$ cat src/hdl/jtr_pkg.sv
// shared types and constants for the json text reformatter
// no dependencies; imported by jtr_classify and json_text_reformatter_top

package jtr_pkg;

	localparam int CHAR_W  = 8;
	localparam int DEPTH_W = 4;

	localparam logic [CHAR_W-1:0] CH_LBRACE = 8'h7B;
	localparam logic [CHAR_W-1:0] CH_RBRACE = 8'h7D;
	localparam logic [CHAR_W-1:0] CH_LBRACK = 8'h5B;
	localparam logic [CHAR_W-1:0] CH_RBRACK = 8'h5D;
	localparam logic [CHAR_W-1:0] CH_COMMA  = 8'h2C;
	localparam logic [CHAR_W-1:0] CH_COLON  = 8'h3A;
	localparam logic [CHAR_W-1:0] CH_QUOTE  = 8'h22;
	localparam logic [CHAR_W-1:0] CH_BSLASH = 8'h5C;
	localparam logic [CHAR_W-1:0] CH_SPACE  = 8'h20;
	localparam logic [CHAR_W-1:0] CH_TAB    = 8'h09;
	localparam logic [CHAR_W-1:0] CH_CR     = 8'h0D;
	localparam logic [CHAR_W-1:0] CH_LF     = 8'h0A;

	typedef struct packed {
		logic [CHAR_W-1:0] in_char;
		logic              stream_end;
	} in_item_t;

	typedef struct packed {
		logic [CHAR_W-1:0] out_char;
		logic              run_last;
	} out_item_t;

	// parser state carried between bytes
	typedef struct packed {
		logic               inside_string;
		logic               escape_pending;
		logic               open_pending;
		logic               kept_valid;
		logic [CHAR_W-1:0]  previous_kept;
		logic [DEPTH_W-1:0] nest_depth;
	} parse_state_t;

	// what the emitter has to produce for one input byte
	typedef struct packed {
		logic kept;
		logic brk_open;
		logic brk_close;
		logic post_comma;
		logic post_colon;
	} plan_t;

endpackage

$ cat src/hdl/jtr_classify.sv
// byte classifier: decides the output plan and next parser state for one byte
// depends on jtr_pkg

module jtr_classify
	import jtr_pkg::*;
#(
	parameter int INDENT_WIDTH = 2,
	parameter int MAX_DEPTH    = 15
) (
	input  logic [CHAR_W-1:0]                                   ch,
	input  logic                                                pretty,
	input  parse_state_t                                        cur,
	output plan_t                                               plan,
	output parse_state_t                                        nxt,
	output logic [$clog2(MAX_DEPTH*INDENT_WIDTH+2)-1:0]         sp_open,
	output logic [$clog2(MAX_DEPTH*INDENT_WIDTH+2)-1:0]         sp_close
);

	localparam int SP_W   = $clog2(MAX_DEPTH*INDENT_WIDTH+2);
	localparam int PROD_W = DEPTH_W + 2;

	logic               is_ws;
	logic               kept;
	logic               empty_pair;
	logic               is_opener;
	logic               is_closer;
	logic [CHAR_W-1:0]  match_opener;
	logic [DEPTH_W-1:0] d1;
	logic [DEPTH_W-1:0] d2;
	logic [PROD_W-1:0]  prod1;
	logic [PROD_W-1:0]  prod2;

	always_comb begin
		is_ws = (ch == CH_SPACE) || (ch == CH_TAB) || (ch == CH_CR) || (ch == CH_LF);
		kept  = cur.inside_string || !is_ws;
		is_opener = (ch == CH_LBRACE) || (ch == CH_LBRACK);
		is_closer = (ch == CH_RBRACE) || (ch == CH_RBRACK);
		match_opener = (ch == CH_RBRACE) ? CH_LBRACE : CH_LBRACK;
		empty_pair = ((cur.previous_kept == CH_LBRACE) && (ch == CH_RBRACE)) ||
		             ((cur.previous_kept == CH_LBRACK) && (ch == CH_RBRACK));

		plan = '0;
		nxt  = cur;
		plan.kept = kept;

		if (kept) begin
			// string and escape tracking, same in both modes
			if (cur.inside_string) begin
				if (cur.escape_pending) begin
					nxt.escape_pending = 1'b0;
				end else if (ch == CH_BSLASH) begin
					nxt.escape_pending = 1'b1;
				end else if (ch == CH_QUOTE) begin
					nxt.inside_string = 1'b0;
				end
			end else if (ch == CH_QUOTE) begin
				nxt.inside_string = 1'b1;
			end

			nxt.open_pending = 1'b0;
			if (pretty) begin
				plan.brk_open = cur.open_pending && !empty_pair;
				if (!cur.inside_string) begin
					nxt.open_pending = is_opener;
					plan.brk_close   = is_closer && cur.kept_valid &&
					                   (cur.previous_kept != match_opener);
					plan.post_comma  = (ch == CH_COMMA);
					plan.post_colon  = (ch == CH_COLON);
				end
			end

			nxt.previous_kept = ch;
			nxt.kept_valid    = 1'b1;
		end

		// depth after the opener break, then after the closer break
		d1 = cur.nest_depth;
		if (plan.brk_open && (cur.nest_depth < DEPTH_W'(MAX_DEPTH))) begin
			d1 = cur.nest_depth + DEPTH_W'(1);
		end
		d2 = d1;
		if (plan.brk_close && (d1 != '0)) begin
			d2 = d1 - DEPTH_W'(1);
		end
		nxt.nest_depth = d2;

		prod1    = PROD_W'(d1) * PROD_W'(INDENT_WIDTH);
		prod2    = PROD_W'(d2) * PROD_W'(INDENT_WIDTH);
		sp_open  = prod1[SP_W-1:0];
		sp_close = prod2[SP_W-1:0];
	end

endmodule

$ cat src/hdl/json_text_reformatter_top.sv
// json text reformatter top level: input/output channels, emit sequencer
// depends on jtr_pkg and jtr_classify

// Usage
//   src channel: one byte of JSON text (in_char) plus stream_end per transfer;
//     a transfer happens on a rising edge with src_valid high and src_stall low.
//   dst channel: one output byte (out_char) plus run_last per transfer;
//     run_last marks the final byte caused by the current input byte.
//   cfg channel: one-bit pretty_enable, written when cfg_valid and cfg_ready
//     are both high; write it only while the block is idle.
// Timing
//   an input byte producing n output bytes keeps src_stall high after its
//   transfer until the emit sequencer has sent its last byte (n is 0 when
//   the byte is dropped); n is at most 63. the emit sequencer sends one
//   byte per cycle while dst_stall does not hold it, and counts indentation
//   spaces down with a single counter. the first output byte passes through
//   the plan registers before it reaches the output register.
// Reset and stall
//   arst_n clears the parser state and sets pretty_enable; a held dst_stall
//   freezes a full output register and the sequencer, and src_stall stays high
//   while the sequencer still has bytes of the current input to send.

module json_text_reformatter_top
	import jtr_pkg::*;
#(
	parameter int INDENT_WIDTH = 2,
	parameter int MAX_DEPTH    = 15
) (
	input  logic      clk,
	input  logic      arst_n,
	input  logic      src_valid,
	output logic      src_stall,
	input  in_item_t  src_data,
	output logic      dst_valid,
	input  logic      dst_stall,
	output out_item_t dst_data,
	input  logic      cfg_valid,
	output logic      cfg_ready,
	input  logic      cfg_data
);

	localparam int SP_W = $clog2(MAX_DEPTH*INDENT_WIDTH+2);

	// parser state and mode
	parse_state_t state_q;
	parse_state_t state_nxt;
	logic         pretty_q;
	plan_t        plan;
	logic [SP_W-1:0] sp_open;
	logic [SP_W-1:0] sp_close;

	// pending work for the emitter
	logic              brk1_q, brk2_q, byte_q, comma_q, colon_q;
	logic              brk1_n, brk2_n, byte_n, comma_n, colon_n;
	logic [CHAR_W-1:0] char_q;
	logic [SP_W-1:0]   sp1_q, sp2_q;
	logic [SP_W-1:0]   sp_cnt_q, sp_nxt;

	// output register
	logic              out_valid_q;
	out_item_t         out_q;

	logic              busy;
	logic              accept;
	logic              fire;
	logic [CHAR_W-1:0] emit_ch;
	logic              emit_last;

	jtr_classify #(
		.INDENT_WIDTH(INDENT_WIDTH),
		.MAX_DEPTH   (MAX_DEPTH)
	) u_classify (
		.ch      (src_data.in_char),
		.pretty  (pretty_q),
		.cur     (state_q),
		.plan    (plan),
		.nxt     (state_nxt),
		.sp_open (sp_open),
		.sp_close(sp_close)
	);

	// busy while any byte of the current plan is still to go
	assign busy      = (sp_cnt_q != '0) || brk1_q || brk2_q || byte_q || comma_q || colon_q;
	assign src_stall = busy;
	assign accept    = src_valid && !busy;
	assign fire      = busy && (!out_valid_q || !dst_stall);
	assign cfg_ready = 1'b1;
	assign dst_valid = out_valid_q;
	assign dst_data  = out_q;

	// pick the next byte: opener break, closer break, the byte, then comma or colon tail
	always_comb begin
		brk1_n  = brk1_q;
		brk2_n  = brk2_q;
		byte_n  = byte_q;
		comma_n = comma_q;
		colon_n = colon_q;
		sp_nxt  = sp_cnt_q;
		emit_ch = CH_SPACE;
		if (sp_cnt_q != '0) begin
			sp_nxt = sp_cnt_q - SP_W'(1);
		end else if (brk1_q) begin
			emit_ch = CH_LF;
			brk1_n  = 1'b0;
			sp_nxt  = sp1_q;
		end else if (brk2_q) begin
			emit_ch = CH_LF;
			brk2_n  = 1'b0;
			sp_nxt  = sp2_q;
		end else if (byte_q) begin
			emit_ch = char_q;
			byte_n  = 1'b0;
		end else if (comma_q) begin
			emit_ch = CH_LF;
			comma_n = 1'b0;
			sp_nxt  = sp2_q;
		end else begin
			colon_n = 1'b0;
		end
		emit_last = (sp_nxt == '0) && !(brk1_n || brk2_n || byte_n || comma_n || colon_n);
	end

	// parser state and mode
	always_ff @(posedge clk or negedge arst_n) begin
		if (!arst_n) begin
			state_q  <= '0;
			pretty_q <= 1'b1;
		end else begin
			if (cfg_valid && cfg_ready) begin
				pretty_q <= cfg_data;
			end
			if (accept) begin
				// stream end returns the parser to its reset state
				state_q <= src_data.stream_end ? '0 : state_nxt;
			end
		end
	end

	// emit sequencer control
	always_ff @(posedge clk or negedge arst_n) begin
		if (!arst_n) begin
			brk1_q   <= 1'b0;
			brk2_q   <= 1'b0;
			byte_q   <= 1'b0;
			comma_q  <= 1'b0;
			colon_q  <= 1'b0;
			sp_cnt_q <= '0;
		end else if (accept) begin
			brk1_q   <= plan.brk_open;
			brk2_q   <= plan.brk_close;
			byte_q   <= plan.kept;
			comma_q  <= plan.post_comma;
			colon_q  <= plan.post_colon;
			sp_cnt_q <= '0;
		end else if (fire) begin
			brk1_q   <= brk1_n;
			brk2_q   <= brk2_n;
			byte_q   <= byte_n;
			comma_q  <= comma_n;
			colon_q  <= colon_n;
			sp_cnt_q <= sp_nxt;
		end
	end

	// plan payload, no reset needed
	always_ff @(posedge clk) begin
		if (accept) begin
			char_q <= src_data.in_char;
			sp1_q  <= sp_open;
			sp2_q  <= sp_close;
		end
	end

	// output register
	always_ff @(posedge clk or negedge arst_n) begin
		if (!arst_n) begin
			out_valid_q <= 1'b0;
		end else if (fire) begin
			out_valid_q <= 1'b1;
		end else if (!dst_stall) begin
			out_valid_q <= 1'b0;
		end
	end

	always_ff @(posedge clk) begin
		if (fire) begin
			out_q.out_char <= emit_ch;
			out_q.run_last <= emit_last;
		end
	end

`ifndef SYNTHESIS
	// depth never passes its ceiling
	a_depth_limit: assert property (@(posedge clk) disable iff (!arst_n)
		state_q.nest_depth <= DEPTH_W'(MAX_DEPTH))
		else $error("nest depth above limit");

	// opener break always goes first, so no space run can be active before it
	a_brk1_first: assert property (@(posedge clk) disable iff (!arst_n)
		(sp_cnt_q != '0) |-> !brk1_q)
		else $error("space run before opener break");

	// an escape only exists inside a string, and no opener is pending there
	a_string_state: assert property (@(posedge clk) disable iff (!arst_n)
		(!state_q.escape_pending || state_q.inside_string) &&
		(!state_q.inside_string || !state_q.open_pending))
		else $error("inconsistent string state");

	// a byte is emitted only while work is pending, never on an input transfer
	a_no_overlap: assert property (@(posedge clk) disable iff (!arst_n)
		accept |=> !out_valid_q || $stable(out_q) || $past(fire))
		else $error("output changed without emit");
`endif

endmodule
$ cat config.mk
export PLATFORM = sky130hd
export DESIGN_NAME = json_text_reformatter_top
export DESIGN_NICKNAME = d
export VERILOG_FILES = /design/src/hdl/jtr_pkg.sv /design/src/hdl/jtr_classify.sv /design/src/hdl/json_text_reformatter_top.sv
export SDC_FILE = /design/constraint.sdc
export NUM_CORES = 1
export LEC_CHECK = 0
export ABC_AREA = 1
export CAP_MARGIN = 15
export CORE_AREA = 2 2 91 76
export CTS_CLUSTER_SIZE = 8
export DETAILED_ROUTE_END_ITERATION = 10
export DIE_AREA = 0 0 93 78
export DONT_BUFFER_PORTS = 1
export HOLD_SLACK_MARGIN = 0.06
export PLACE_DENSITY = 0.69
export SETUP_SLACK_MARGIN = 0.2
export SYNTH_ARGS = -nofsm -noshare
export SYNTH_HDL_FRONTEND = slang
export SYNTH_HIERARCHICAL = 1
export SYNTH_SLANG_ARGS = --single-unit
export TNS_END_PERCENT = 50
$ cat constraint.sdc
create_clock -name clk -period 2.43 [get_ports clk]
set_input_delay 0.1215 -clock clk [delete_from_list [all_inputs] [get_ports clk]]
set_output_delay 0.1215 -clock clk [all_outputs]
set_load 0.02 [all_outputs]
# Word-level counts from Yosys, hierarchy flattened
# Cells that the tools add are included.
# Widths: inputs -> output; s select.
dict set report word_totals {
  register_bits 53
  input_bits 15
  output_inout_bits 12
  elab_cells 138
}
dict set report op_classes {
  addsub 3
  order_cmp 1
  n_eq_ne 16
  muxes 56
  reduce_logical 42
}
# operator n
set op_table {}
lappend op_table {{$eq 8x7->1 const B} 7}
lappend op_table {{$mux 1} 37}
lappend op_table {{$mux 5} 7}
lappend op_table {{$eq 8x6->1 const B} 4}
lappend op_table {{$eq 8x4->1 const B} 3}
lappend op_table {{$mux 6} 4}
lappend op_table {{$logic_or 1x1->1} 17}
lappend op_table {{$mux 16} 1}
lappend op_table {{$mux 4} 4}
lappend op_table {{$mux 12} 1}
lappend op_table {{$logic_and 1x1->1} 10}
lappend op_table {{$mux 8} 1}
lappend op_table {{$ne 8x8->1} 1}
lappend op_table {{$logic_not 1->1} 6}
lappend op_table {{$reduce_bool 2->1} 3}
lappend op_table {{$logic_not 5->1} 1}
lappend op_table {{$reduce_bool 5->1} 1}
lappend op_table {{$sub 5x1->5 const B} 1}
lappend op_table {{$add 4x1->4 const B} 1}
lappend op_table {{$lt 4x4->1 const B} 1}
lappend op_table {{$reduce_bool 4->1} 1}
lappend op_table {{$sub 4x1->4 const B} 1}
lappend op_table {{$mux 3} 1}
lappend op_table {{$reduce_and 3->1} 1}
lappend op_table {{3 further kinds} 3}

# Logic depth before layout (Yosys ltp)
dict set report logic_depth {
  word_depth 13
  mapped_depth 19
  mapped_depth_nobuf 19
}

# Hierarchy
# Netlist, hierarchy kept.
# mod instances cells_each area_per_inst_um2 seq_area_each_um2
set modules_own_cells {}
lappend modules_own_cells {json_text_reformatter_top 1 249 2464.9 1512.7}
lappend modules_own_cells {jtr_classify 1 149 803.3 0.0}

# Least setup slack after synthesis
# No wires, ideal clock.
dict set report synth_timing {
  path_type {register to register}
  startpoint {register state_q[4] (netlist bit)}
  endpoint {register sp2_q[4], data pin}
  setup_ns 0.251
  t_arrival_ns 2.002
  required_ns 2.179
  setup_slack_ns 0.177
  stages_incl_launch_ff 19
  path_buffers 1
  period_less_slack_ns 2.253
  path_cell_list {dfrtp_1 -> nand2_1 -> inv_1 -> nand2_1 -> nor2_1 -> nand2_2 -> nand2_2 -> nor2_4 -> nand3_4 -> xnor2_2 -> inv_1 -> ha_1 -> nand3_4 -> nor2_1 -> nor2_1 -> nand2_1 -> nand2_1 -> nand2_1 -> buf_4}
}
# element line_no
set synth_rtl {}
lappend synth_rtl {{start, declared} json_text_reformatter_top.sv:45} ;# parse_state_t state_q;
lappend synth_rtl {{start signal, assigned} json_text_reformatter_top.sv:134} ;# state_q <= src_data.stream_end ? '0 : state_nxt;
lappend synth_rtl {{end signal, assigned} json_text_reformatter_top.sv:170} ;# sp2_q <= sp_close;
lappend synth_rtl {{end, declared} json_text_reformatter_top.sv:56} ;# logic [SP_W-1:0] sp1_q, sp2_q;

==> impl_metrics.tcl <==
set metrics [dict create \
    ctsLongestPathBuffers 2 \
    grt_max_degree 36 \
    ctsRootBufferMaster "clkbuf_8" \
    synthCells 398 \
    fp.dieArea_sq_um 7250 \
    clk_latency_ns 0.33 \
    grt_first_pass_wirelength_um 12600 \
    grt_pass1_vias 2663 \
    num_rows 26 \
    hold_path.class "primary input to flip-flop" \
    num_io_pins 27 \
    ys_warn_count 6 \
    nets 458 \
    final-setup-viol-count 0 \
    fp.dieW_um 93 \
    power.density_nw_per_um2 684 \
    vias 2715 \
    cts_sinks 55 \
    switching_share 0.355 \
    gp_congestion 0.957 \
    port_buffers 0 \
    critPathCaptureType "flip-flop" \
    power_frac_comb 0.310 \
    top_layer "met4" \
    cts_tree "yes" \
    fmax_mhz 427 \
    whs_ns 0.0676 \
    power_uw 2650 \
    wirelength_um 7680 \
    synthTopCellsByArea "edfxtp_1, dfrtp_1, nand2_1" \
    maxSlewViolCount 0 \
    period_share 0.964 \
    synth_top_area_share 0.248 \
    area_growth_pct 18.8 \
    h-tree-depth 2 \
    synth_top_family_by_area "simple AND/OR/NAND/NOR gates" \
    placedCellCount 475 \
    cts-buffers-inserted 5 \
    yosys.cell_count.top_type "nand2_1" \
    detail-route-antenna-nets 0 \
    status "complete, no violations" \
    antenna_found_initial 0 \
    avgSynthCellArea_sq_um 8.21 \
    final_cells 525 \
    final_layout_size_suffix_gt1_frac 0.243 \
    yosysUniqueCellTypes 40 \
    synth_compound_area_frac 0.0923 \
    finalHoldViolations 0 \
    fin_area_sq_um 3880 \
    worstPathArrival_ns 2.60 \
    wl_met3_um 437 \
    p_int_uw 1710 \
    die_h_um 78 \
    setup.worst_path.start_class "flip-flop" \
    dpl-instance-area_sq_um 3340 \
    drt-wirelength-per-cell_um 14.6 \
    required_ns 2.68 \
    worst_clock_skew_ns 0.0118 \
    synth_top_area_cell "edfxtp_1" \
    p_clk_frac 0.242 \
    ff2ff_setup_slack_ns 0.09 \
    synth-seq-cells 55 \
    slew_headroom 0.625 \
    routed_via_density 5.17 \
    wl_met2_um 3650 \
    synth_xor_area_frac 0.0103 \
    path_class "flip-flop to flip-flop" \
    first_pass_iters 5 \
    seq_area_frac_synth 0.463 \
    worst_slew_pin_slew_ns 0.562 \
    power.leakage_uw 0.00174 \
    remaining_drc_errors 0 \
    fp.coreArea_sq_um 6250 \
    m1WireLength_um 3450 \
    rsz0062_at_grt "yes" \
    dp.final_hpwl_um 4970 \
    cp_max_fo 4 \
    p_sw_uw 943 \
    drt_iter0_drc 164 \
    synth_area_sq_um 3270 \
    irDropWorstVdd_mv 0.406 \
    grt.overflow.total 0 \
    diodes 0 \
    synth_common_cells "nand2_1, inv_1, nor2_1, dfrtp_1, edfxtp_1" \
    initial_utilization 0.523 \
    synthMuxAreaShare 0.00345 \
    drv_cap 0 \
    synth_ff_type "edfxtp_1" \
    seqPwrFrac 0.448 \
    async_flop_share 0.509 \
    period_minus_slack_ns 2.34 \
    synth-edff-count 27 \
    clk_pin_slew_ns 0.11 \
    synthAdderAreaFrac 0.0115 \
    yosys.area_share.simple 0.316 \
    grt_usage 0.221 \
]
## path summary, 6_finish.rpt
| check | from | end | cells after the start |
|---|---|---|---|
| setup / recovery | state_q[7] | state_q[1] | 16 |
| hold / removal | dst_stall | dst_valid | 2 |
| setup reg to reg | state_q[7] | state_q[1] | 16 |
| hold reg to reg | state_q[12] | state_q[12] | 2 |
| max in group asynchronous | arst_n | pretty_q | 2 |
| min in group asynchronous | arst_n | byte_q | 2 |
## power groups by stage
stage / sequential, uW / combinational [uW] / clock (uW)
floorplan: 1190 / 565 / 0
global placement: 1200 / 680 / 0
detailed placement: 1200 / 686 / 0
CTS: 1180 / 789 / 653
global route: 1200 / 925 / 693
finish: 1190 / 822 / 643
## flip-flops by register name, summed over array words and instances (netlist names)
signal,cells
sp_cnt_q,5
state_q,16
sp2_q,5
brk2_q,1
byte_q,1
brk1_q,1
dst_valid,1
char_q,8
dst_data,9
sp1_q,5
pretty_q,1
colon_q,1
comma_q,1
## critical path: stages, from the launching register on
cell	delay, ns
dfrtp_1	0.44
buf_6	0.14
nand2_2	0.08
nor2_2	0.05
nand3_2	0.10
nor2_4	0.05
nor2_4	0.13
nand3_4	0.14
xnor2_4	0.16
inv_2	0.09
ha_4	0.15
nand3_4	0.09
o21ai_4	0.21
nand2_1	0.10
o21ai_2	0.08
nand2_1	0.09
o21ai_2	0.16
## per-stage QoR
stage | setup WS, ns | utilization | TNS, ns
floorplan | 0.177 | - | 0
global placement | 0.0770 | 0.535 | 0
detailed placement | 0.0224 | 0.535 | 0
CTS | 0.197 | 0.612 | 0
global route | -0.0539 | 0.622 | -0.113
finish | 0.0866 | 0.622 | 0
## kinds of logic after synthesis
family / after synthesis
and+or+nand+nor: 214
buffers and inverters: 71
DFF: 55
AOI/OAI and AO/OA: 49
adders and majority gates: 3
xor gates and xnor gates: 3
other: 2
muxes: 1
## layer usage
| layer | vias to the layer above | global-route usage |
|---|---|---|
| met5 | - | 0 |
| met4 | 0 | 0.0779 |
| met3 | 13 | 0.0515 |
| met2 | 92 | 0.356 |
| met1 | 1255 | 0.293 |
| li1 | 1355 | - |
## placed cells by master (no fill, tap or decap), types with 8 or more instances in the layout
master,count
dlygate4sd3_1,12
inv_1,44
o21ai_2,10
nand2_1,115
a21oi_1,9
edfxtp_1,27
nor2_1,27
inv_2,10
o21ai_1,8
dfrtp_1,27
nand2_2,13
o21ai_0,16
nand3_1,21
nand4_1,9
buf_4,34
## final cells by class
| type | instances | area (sq um) |
|---|---|---|
| clock buffer | 5 | 68.8 |
| clock inverter | 3 | 47.5 |
| fill | 527 | 2360 |
| inverter | 55 | 206 |
| multi-input combinational | 273 | 1500 |
| sequential | 55 | 1510 |
| tap | 84 | 105 |
| timing repair buffer | 50 | 447 |
## timing repair
action / CTS / global route
gates cloned: 0 / 0
endpoints found under the hold margin: 39 / 0
pin swaps: 11 / 9
hold buffers: 13 / 0
setup endpoints to repair: 8 / 9
buffers inserted: 23 / 6
gates resized for setup: 11 / 11
Power figures use the tool's default switching activity.
